File: src/rtl/tdc_pkg.sv
`timescale 1ns / 1ps
// ----------------------------------------------------------------------------
// Tilt classifier package
// Widths, codes, shared types and the color level table.
// ----------------------------------------------------------------------------
package tdc_pkg;

  localparam int SAMPLE_W        = 16;
  localparam int WINDOW_LOG2_DEF = 4;
  localparam int THR_W           = 15;
  localparam int CFG_IDX_W       = 1;
  localparam int DIR_W           = 3;
  localparam int PIX_W           = 3;
  localparam int LEVEL_W         = 8;

  localparam logic [THR_W-1:0] TILT_RESET = 15'd768;
  localparam logic [THR_W-1:0] LEAN_RESET = 15'd205;

  typedef enum logic [CFG_IDX_W-1:0] {
    CFG_TILT = 1'b0,
    CFG_LEAN = 1'b1
  } cfg_reg_t;

  typedef enum logic [DIR_W-1:0] {
    DIR_FLAT    = 3'd0,
    DIR_FLIPPED = 3'd1,
    DIR_TILTED  = 3'd2,
    DIR_DOWN    = 3'd3,
    DIR_RIGHT   = 3'd4,
    DIR_UP      = 3'd5,
    DIR_LEFT    = 3'd6
  } dir_t;

  localparam logic [PIX_W-1:0] PIX_NONE  = 3'd0;
  localparam logic [PIX_W-1:0] PIX_DOWN  = 3'd0;
  localparam logic [PIX_W-1:0] PIX_RIGHT = 3'd2;
  localparam logic [PIX_W-1:0] PIX_UP    = 3'd4;
  localparam logic [PIX_W-1:0] PIX_LEFT  = 3'd7;

  typedef struct packed {
    logic [SAMPLE_W-1:0] x;
    logic [SAMPLE_W-1:0] y;
    logic [SAMPLE_W-1:0] z;
  } axes_t;

  typedef struct packed {
    logic [THR_W-1:0] tilt;
    logic [THR_W-1:0] lean;
  } thresh_t;

  typedef struct packed {
    axes_t              avg;
    dir_t               direction;
    logic               pixel_on;
    logic [PIX_W-1:0]   pixel_number;
    logic               lean_right;
    logic               lean_left;
    logic [LEVEL_W-1:0] red;
    logic [LEVEL_W-1:0] green;
    logic [LEVEL_W-1:0] blue;
  } result_t;

  // whole part of a Q8.8 mean scaled by 255/10, saturated
  function automatic logic [LEVEL_W-1:0] colour_level(input logic [SAMPLE_W-1:0] avg);
    logic [7:0]         whole;
    logic [LEVEL_W-1:0] lvl;
    whole = avg[SAMPLE_W-1:8];
    if (avg[SAMPLE_W-1]) begin
      lvl = 8'd0;
    end else begin
      case (whole)
        8'd0:    lvl = 8'd0;
        8'd1:    lvl = 8'd25;
        8'd2:    lvl = 8'd51;
        8'd3:    lvl = 8'd76;
        8'd4:    lvl = 8'd102;
        8'd5:    lvl = 8'd127;
        8'd6:    lvl = 8'd153;
        8'd7:    lvl = 8'd178;
        8'd8:    lvl = 8'd204;
        8'd9:    lvl = 8'd229;
        default: lvl = 8'd255;
      endcase
    end
    return lvl;
  endfunction

endpackage

File: src/rtl/tdc_cell.sv
`timescale 1ns / 1ps
// ----------------------------------------------------------------------------
// Tilt classifier window cell
// Holds one three-axis sample and passes it on to the next cell on shift.
// ----------------------------------------------------------------------------
module tdc_cell (
  input  logic          clk,
  input  logic          rst,
  input  logic          shift,
  input  tdc_pkg::axes_t d,
  output tdc_pkg::axes_t q
);

  always_ff @(posedge clk) begin
    if (rst) begin
      q <= '0;
    end else if (shift) begin
      q <= d;
    end
  end

endmodule

File: src/rtl/tdc_window.sv
`timescale 1ns / 1ps
// ----------------------------------------------------------------------------
// Tilt classifier moving window
// Chain of sample cells with running sums; presents the windowed means.
// ----------------------------------------------------------------------------
module tdc_window #(
  parameter int WINDOW_LOG2 = tdc_pkg::WINDOW_LOG2_DEF
) (
  input  logic           clk,
  input  logic           rst,
  input  logic           load,
  input  tdc_pkg::axes_t sample,
  output tdc_pkg::axes_t avg
);

  localparam int WINDOW_LEN = 1 << WINDOW_LOG2;
  localparam int SW         = tdc_pkg::SAMPLE_W;
  localparam int SUM_W      = SW + WINDOW_LOG2;

  tdc_pkg::axes_t tap [WINDOW_LEN+1];
  tdc_pkg::axes_t oldest;

  logic [SUM_W-1:0] sum_x, sum_y, sum_z;
  logic [SUM_W-1:0] sum_x_next, sum_y_next, sum_z_next;

  assign tap[0] = sample;

  for (genvar i = 0; i < WINDOW_LEN; i++) begin : g_cell
    tdc_cell u_cell (
      .clk   (clk),
      .rst   (rst),
      .shift (load),
      .d     (tap[i]),
      .q     (tap[i+1])
    );
  end

  assign oldest = tap[WINDOW_LEN];

  // add the new sample, drop the one leaving the window
  always_comb begin
    sum_x_next = sum_x + {{WINDOW_LOG2{sample.x[SW-1]}}, sample.x}
                       - {{WINDOW_LOG2{oldest.x[SW-1]}}, oldest.x};
    sum_y_next = sum_y + {{WINDOW_LOG2{sample.y[SW-1]}}, sample.y}
                       - {{WINDOW_LOG2{oldest.y[SW-1]}}, oldest.y};
    sum_z_next = sum_z + {{WINDOW_LOG2{sample.z[SW-1]}}, sample.z}
                       - {{WINDOW_LOG2{oldest.z[SW-1]}}, oldest.z};
  end

  always_ff @(posedge clk) begin
    if (rst) begin
      sum_x <= '0;
      sum_y <= '0;
      sum_z <= '0;
    end else if (load) begin
      sum_x <= sum_x_next;
      sum_y <= sum_y_next;
      sum_z <= sum_z_next;
    end
  end

  assign avg.x = sum_x[SUM_W-1:WINDOW_LOG2];
  assign avg.y = sum_y[SUM_W-1:WINDOW_LOG2];
  assign avg.z = sum_z[SUM_W-1:WINDOW_LOG2];

endmodule

File: src/rtl/tdc_classify.sv
`timescale 1ns / 1ps
// ----------------------------------------------------------------------------
// Tilt classifier decision stage
// Direction, held pixel, lean flags and colour levels into the output register.
// ----------------------------------------------------------------------------
module tdc_classify (
  input  logic              clk,
  input  logic              rst,
  input  logic              load,
  input  tdc_pkg::axes_t    avg,
  input  tdc_pkg::thresh_t  thr,
  output tdc_pkg::result_t  res
);

  localparam int SW = tdc_pkg::SAMPLE_W;

  tdc_pkg::result_t res_next;

  logic [SW:0]   mag_x, mag_y, tilt_e;
  logic [SW+1:0] y_e, lean_e, lean_neg;
  logic          x_neg, x_pos, y_neg, y_pos, z_pos;
  logic          tilted, is_down, is_right, is_up, is_left, updown;

  always_comb begin
    x_neg = avg.x[SW-1];
    y_neg = avg.y[SW-1];
    x_pos = !avg.x[SW-1] && (avg.x != '0);
    y_pos = !avg.y[SW-1] && (avg.y != '0);
    z_pos = !avg.z[SW-1] && (avg.z != '0);

    mag_x  = x_neg ? ((SW+1)'(0) - {1'b1, avg.x}) : {1'b0, avg.x};
    mag_y  = y_neg ? ((SW+1)'(0) - {1'b1, avg.y}) : {1'b0, avg.y};
    tilt_e = (SW+1)'(thr.tilt);

    y_e      = {{2{avg.y[SW-1]}}, avg.y};
    lean_e   = (SW+2)'(thr.lean);
    lean_neg = (SW+2)'(0) - lean_e;

    tilted   = (mag_x > tilt_e) || (mag_y > tilt_e);
    is_down  = x_neg && (mag_y < tilt_e);
    is_right = y_neg && (mag_x < tilt_e);
    is_up    = x_pos && (mag_y < tilt_e);
    is_left  = y_pos && (mag_x < tilt_e);
    updown   = is_down || is_up;

    res_next              = res;
    res_next.avg          = avg;
    res_next.lean_right   = 1'b0;
    res_next.lean_left    = 1'b0;
    res_next.red          = tdc_pkg::colour_level(avg.x);
    res_next.green        = tdc_pkg::colour_level(avg.y);
    res_next.blue         = tdc_pkg::colour_level(avg.z);

    if (tilted) begin
      res_next.direction = tdc_pkg::DIR_TILTED;
      // earlier tests take precedence
      if (is_left) begin
        res_next.direction    = tdc_pkg::DIR_LEFT;
        res_next.pixel_on     = 1'b1;
        res_next.pixel_number = tdc_pkg::PIX_LEFT;
      end else if (is_up) begin
        res_next.direction    = tdc_pkg::DIR_UP;
        res_next.pixel_on     = 1'b1;
        res_next.pixel_number = tdc_pkg::PIX_UP;
      end else if (is_right) begin
        res_next.direction    = tdc_pkg::DIR_RIGHT;
        res_next.pixel_on     = 1'b1;
        res_next.pixel_number = tdc_pkg::PIX_RIGHT;
      end else if (is_down) begin
        res_next.direction    = tdc_pkg::DIR_DOWN;
        res_next.pixel_on     = 1'b1;
        res_next.pixel_number = tdc_pkg::PIX_DOWN;
      end
      if (updown) begin
        res_next.lean_right = $signed(y_e) < $signed(lean_neg);
        res_next.lean_left  = $signed(y_e) > $signed(lean_e);
      end
    end else if (z_pos) begin
      res_next.direction    = tdc_pkg::DIR_FLAT;
      res_next.pixel_on     = 1'b0;
      res_next.pixel_number = tdc_pkg::PIX_NONE;
    end else begin
      res_next.direction = tdc_pkg::DIR_FLIPPED;
    end
  end

  // pixel fields double as the held pixel state
  always_ff @(posedge clk) begin
    if (rst) begin
      res.pixel_on     <= 1'b0;
      res.pixel_number <= tdc_pkg::PIX_NONE;
    end else if (load) begin
      res <= res_next;
    end
  end

endmodule

File: src/rtl/accel_tilt_direction_classifier.sv
`timescale 1ns / 1ps
// ----------------------------------------------------------------------------
// Accelerometer tilt direction classifier
// Windowed mean of three-axis Q8.8 samples, tilt direction and held LED pixel.
// ----------------------------------------------------------------------------
// Usage:
//   Input channel (in_valid/in_ready) takes one accel_x/y/z sample triple per
//   transaction; output channel (out_valid/out_ready) returns one result per
//   sample, in order: the three means, direction, held pixel, lean flags and
//   color levels.
//   The window sums register a sample, then the decision stage its result.
//   Throughput: one transaction per cycle while out_ready is high, set by the
//   running-sum update in the window and the single decision stage.
//   The window is a row of WINDOW_LEN sample cells that shift once per
//   accepted sample; the last cell supplies the sample leaving the sum.
//   A full output register holds its result while out_ready is low; one more
//   sample is taken into the window stage, then in_ready drops.
//   Reset clears the window cells, the running sums, the held pixel and both
//   valid flags, and loads the default thresholds. The user writes thresholds
//   via cfg_write/cfg_index/cfg_data only while the block is idle, unenforced.
// ----------------------------------------------------------------------------
module accel_tilt_direction_classifier #(
  parameter int WINDOW_LOG2 = tdc_pkg::WINDOW_LOG2_DEF
) (
  input  logic                                clk,
  input  logic                                rst,
  input  logic                                cfg_write,
  input  logic [tdc_pkg::CFG_IDX_W-1:0]       cfg_index,
  input  logic [tdc_pkg::THR_W-1:0]           cfg_data,
  input  logic                                in_valid,
  output logic                                in_ready,
  input  logic signed [tdc_pkg::SAMPLE_W-1:0] accel_x,
  input  logic signed [tdc_pkg::SAMPLE_W-1:0] accel_y,
  input  logic signed [tdc_pkg::SAMPLE_W-1:0] accel_z,
  output logic                                out_valid,
  input  logic                                out_ready,
  output logic signed [tdc_pkg::SAMPLE_W-1:0] avg_x,
  output logic signed [tdc_pkg::SAMPLE_W-1:0] avg_y,
  output logic signed [tdc_pkg::SAMPLE_W-1:0] avg_z,
  output logic [tdc_pkg::DIR_W-1:0]           direction,
  output logic                                pixel_on,
  output logic [tdc_pkg::PIX_W-1:0]           pixel_number,
  output logic                                lean_right,
  output logic                                lean_left,
  output logic [tdc_pkg::LEVEL_W-1:0]         red_level,
  output logic [tdc_pkg::LEVEL_W-1:0]         green_level,
  output logic [tdc_pkg::LEVEL_W-1:0]         blue_level
);

  tdc_pkg::thresh_t thr;
  tdc_pkg::axes_t   sample;
  tdc_pkg::axes_t   avg;
  tdc_pkg::result_t res;

  logic win_valid;
  logic advance;
  logic take_in;
  logic load_out;

  assign advance  = !out_valid || out_ready;
  assign in_ready = !win_valid || advance;
  assign take_in  = in_valid && in_ready;
  assign load_out = win_valid && advance;

  always_ff @(posedge clk) begin
    if (rst) begin
      thr.tilt <= tdc_pkg::TILT_RESET;
      thr.lean <= tdc_pkg::LEAN_RESET;
    end else if (cfg_write) begin
      case (tdc_pkg::cfg_reg_t'(cfg_index))
        tdc_pkg::CFG_TILT: thr.tilt <= cfg_data;
        tdc_pkg::CFG_LEAN: thr.lean <= cfg_data;
        default: ;
      endcase
    end
  end

  always_ff @(posedge clk) begin
    if (rst) begin
      win_valid <= 1'b0;
      out_valid <= 1'b0;
    end else begin
      if (take_in) begin
        win_valid <= 1'b1;
      end else if (load_out) begin
        win_valid <= 1'b0;
      end
      if (load_out) begin
        out_valid <= 1'b1;
      end else if (out_ready) begin
        out_valid <= 1'b0;
      end
    end
  end

  assign sample.x = accel_x;
  assign sample.y = accel_y;
  assign sample.z = accel_z;

  tdc_window #(
    .WINDOW_LOG2 (WINDOW_LOG2)
  ) u_window (
    .clk    (clk),
    .rst    (rst),
    .load   (take_in),
    .sample (sample),
    .avg    (avg)
  );

  tdc_classify u_classify (
    .clk  (clk),
    .rst  (rst),
    .load (load_out),
    .avg  (avg),
    .thr  (thr),
    .res  (res)
  );

  assign avg_x        = res.avg.x;
  assign avg_y        = res.avg.y;
  assign avg_z        = res.avg.z;
  assign direction    = res.direction;
  assign pixel_on     = res.pixel_on;
  assign pixel_number = res.pixel_number;
  assign lean_right   = res.lean_right;
  assign lean_left    = res.lean_left;
  assign red_level    = res.red;
  assign green_level  = res.green;
  assign blue_level   = res.blue;

endmodule

File: config.mk
export PLATFORM = sky130hd
export DESIGN_NAME = accel_tilt_direction_classifier
export DESIGN_NICKNAME = d
export VERILOG_FILES = /design/src/rtl/tdc_pkg.sv /design/src/rtl/tdc_cell.sv /design/src/rtl/tdc_window.sv /design/src/rtl/tdc_classify.sv /design/src/rtl/accel_tilt_direction_classifier.sv
export SDC_FILE = /design/constraint.sdc
export NUM_CORES = 2
export LEC_CHECK = 0
export ABC_AREA = 0
export BUFFER_PORTS_ARGS = -buffer_cell sky130_fd_sc_hd__buf_2
export CORE_MARGIN = 1.5
export CORE_UTILIZATION = 63
export CTS_CLUSTER_SIZE = 40
export DETAILED_ROUTE_END_ITERATION = 12
export PLACE_DENSITY = 0.8
export SETUP_SLACK_MARGIN = 0.2
export SYNTH_ARGS = -nofsm -noshare
export SYNTH_HDL_FRONTEND = slang
export SYNTH_SLANG_ARGS = --single-unit
File: constraint.sdc
create_clock -name clk -period 7.7 [get_ports clk]
set_clock_uncertainty 0.1 [all_clocks]
set_input_delay 1.155 -clock clk [delete_from_list [all_inputs] [get_ports clk]]
set_output_delay 1.155 -clock clk [all_outputs]
set_load 0.01 [all_outputs]
==> impl_metrics.yaml <==
status:
  status: "finished clean"
synth:
  synth.top_cell.area_share_pct: 44.5
  synth.most_common_cell: "nand2_1"
  yosysUniqueCellTypes: 87
  syn_area_per_cell_um2: 8.09
  netlist_area_mm2: 0.0398
  yosys_warnings: 0
  synth_area_leaders: "dfxtp_1, nand2_1, a21oi_1, edfxtp_1, ha_1"
  yosys-top-cells-count: "nand2_1, dfxtp_1, a21oi_1"
  yosysTopAreaCell: "dfxtp_1"
  syn_nets: 5186
  ys_async_sr_fraction_pct: 0
  synthFlopType: "dfxtp_1"
  yosysSeqAreaShare_pct: 50.1
  synth_edf_count: 74
  syn-instance-count: 4919
  synth_seq_cells: 959
die:
  core-area_mm2: 0.0621
  die_h_um: 254
  initial_core_util_pct: 64.1
  rows: 91
  die_x_um: 254
  ioPinCount: 152
  dieArea_mm2: 0.0647
grt:
  grt-ovfl-total: 0
  grt_pass1_vias: 28100
  antenna_found_initial: 3
  grt_max_degree: 261
  grt_pass1_wl_mm: 140
  track_usage_pct: 26.2
timing:
  period_share_pct: 59.1
  slew_headroom_pct: 25.9
  slew_viol_final: 0
  rsz0062_at_grt: "false"
  setup_viol: 0
  tns_ns: 0
  tightest_slew_ns: 1.11
  fmax_ghz: 0.220
  final_hold_viol_count: 0
  period_needed_ns: 4.55
setup_path:
  required_ns: 7.99
  cp_top_family: "compound AO/OA/AOI/OAI gates"
  crit_arrival_ns: 4.84
  crit_top_cell: "a21o_1"
  r2r_cells: 15
  worstPathCellList: "or4_4 -> nor3_4 -> nand2_1 -> o21ai_0 -> xnor2_1 -> ha_1 -> a21o_1 -> a21o_1 -> a2111oi_0 -> o32a_1 -> o31ai_1 -> a21oi_1 -> and2_1 -> nor2_1 -> or2_1"
  ff2ff_setup_slack_ns: 3.15
  reg2reg_to: "u_classify.res[30]"
  reg2reg_from: "u_window.sum_x[7]"
  slowest_delay_ns: 0.61
  crit_slowest_cell: "or4_4"
  critPathKind: "flop to flop"
  crit_buf_inv: 0
  cp-start-kind: "flop"
  path_max_fanout: 7
  end_kind: "flop"
routing:
  ant_nets: 0
  viasPerCell: 5.42
  vias: 31400
  finalWirelength_mm: 86.0
  drt_iter0_drc: 2872
  first_pass_iters: 5
  wl_per_cell_um: 14.8
  remaining_drc_errors: 0
pwr:
  p_comb_share_pct: 26.6
  sw_frac_of_total_pct: 31.8
  pwr-share-clk_pct: 33.8
  p_sw_uw: 4560
  p_seq_share_pct: 39.6
  p_int_uw: 9770
  vdd_drop_max_v: 0.000194
  power_uw: 14300
  leakage_uw: 0.0163
  p_per_area_mw_per_mm2: 325
clocking:
  cts_resized: 0
  cts_made_buffers: 93
  h-tree-depth: 3
  cts.sinks: 959
  cts_setup_buffers: 0
  insertion_delay_ns: 0.67
  clockBufferDepth: 3
  root_buffer: "clkbuf_16"
  cts_hold_buf: 0
  clk_pin_slew_worst_paths_ns: 0.06
  cts_tree: "built"
hold_path:
  hold_end: "u_window.g_cell[14].u_cell.q[28]"
  worstHoldPathType: "flop to flop"
  hold_depth: 2
  worstHoldStart: "u_window.g_cell[13].u_cell.q[28]"
cells_and_area:
  final_cells: 5803
  area_growth_pct: 10.8
  drive_above_1_share_pct: 7.39
  nets: 5152
placed_design:
  numPortBuffers: 151
  globalplace.congestion: 0.909
  dp_cells: 5627
  dp_hpwl_mm: 54.2
job:
  drv_cap: 0
==> cell families after synthesis <==
group,count (synthesis),share of synthesized area (%)
adder cells (fa/ha/maj),198,7.30
flip-flops,959,50.1
multiplexers,14,0.380
XOR/XNOR,73,1.61
buffers and inverters,585,5.55
AND/OR/NAND/NOR,2009,20.1
AO/OA/AOI/OAI,1081,15.0
==> per-layer routing <==
| metal | wire, um | GRT usage (%) | part of all wire, % |
|---|---|---|---|
| met1 | 41100 | 37.9 | 48 |
| met4 | 1800 | 7.76 | 2.1 |
| met2 | 38800 | 40.4 | 45 |
| met5 | 8 | 0 | 0.0093 |
| met3 | 4280 | 4.19 | 5.0 |
==> power by group through the flow <==
stage                     registers, uW  logic, uW  clock network [uW]
after floorplan                    5640       2960                   0
final                              5670       3810                4850
after global placement             5770       3680                   0
after CTS                          5670       3780                4930
after detailed placement           5770       3750                   0
after global routing               5700       4290                5120
==> worst reg2reg max path, cell delays in order (launching register included) <==
cell       delay [ns]
dfxtp_1          0.40
or4_4            0.61
nor3_4           0.18
nand2_1          0.08
o21ai_0          0.20
xnor2_1          0.14
ha_1             0.26
a21o_1           0.16
a21o_1           0.17
a2111oi_0        0.46
o32a_1           0.23
o31ai_1          0.15
a21oi_1          0.45
and2_1           0.36
nor2_1           0.11
or2_1            0.23
==> worst max-delay path by stage <==
| stage | from | to | slack (ns) | depth (start not counted) |
|---|---|---|---|---|
| floorplan | rst | u_classify.res[0] | 2.02 | 5 |
| global placement | accel_y[1] | flop | 2.77 | 17 |
| detailed placement | accel_y[1] | flop | 2.62 | 17 |
| CTS | u_window.sum_x[7] | u_classify.res[30] | 3.22 | 15 |
| global route | u_window.sum_y[7] | u_classify.res[30] | 2.88 | 14 |
| finish | u_window.sum_x[7] | u_classify.res[30] | 3.15 | 15 |
==> cell usage in the layout (no fill, tap or decap), types with 65 or more instances in the layout <==
cell and n:
nand2_1 1704, dfxtp_1 885, a21oi_1 874, inv_1 283
buf_2 150, ha_1 141, nor2_1 128, clkbuf_16 94
edfxtp_1 74, xnor2_1 65
==> sequential cells by signal, indices dropped and copies added (netlist names), named ones only <==
register	cells
u_window.sum_x	20
u_window.sum_z	20
u_classify.res	78
u_window.g_cell.u_cell.q	768
u_window.sum_y	20
thr	30
out_valid	1
win_valid	1
==> layout make-up <==
cell class / count / area (um^2)
Antenna cell: 1 / 2.50
Inverter: 284 / 1070
Multi-Input combinational cell: 3375 / 17700
Clock buffer: 134 / 2770
Clock inverter: 41 / 609
Tap cell: 837 / 1050
Timing Repair Buffer: 172 / 998
Fill cell: 4922 / 17900
Sequential cell: 959 / 19900
==> metrics by stage <==
stage / setup WS [ns] / util, % / cell area [um^2] / hold WS [ns]
finish: 3.15 / 71.1 / 44100 / 0.322
global route: 2.88 / 71.1 / 44100 / 0.327
CTS: 3.22 / 71.1 / 44100 / 0.321
detailed placement: 2.62 / 65.6 / 40700 / 0.316
global placement: 2.77 / 65.6 / 40700 / 0.320
floorplan: 2.02 / - / 39800 / 0.308
Power figures use the tool's default switching activity.
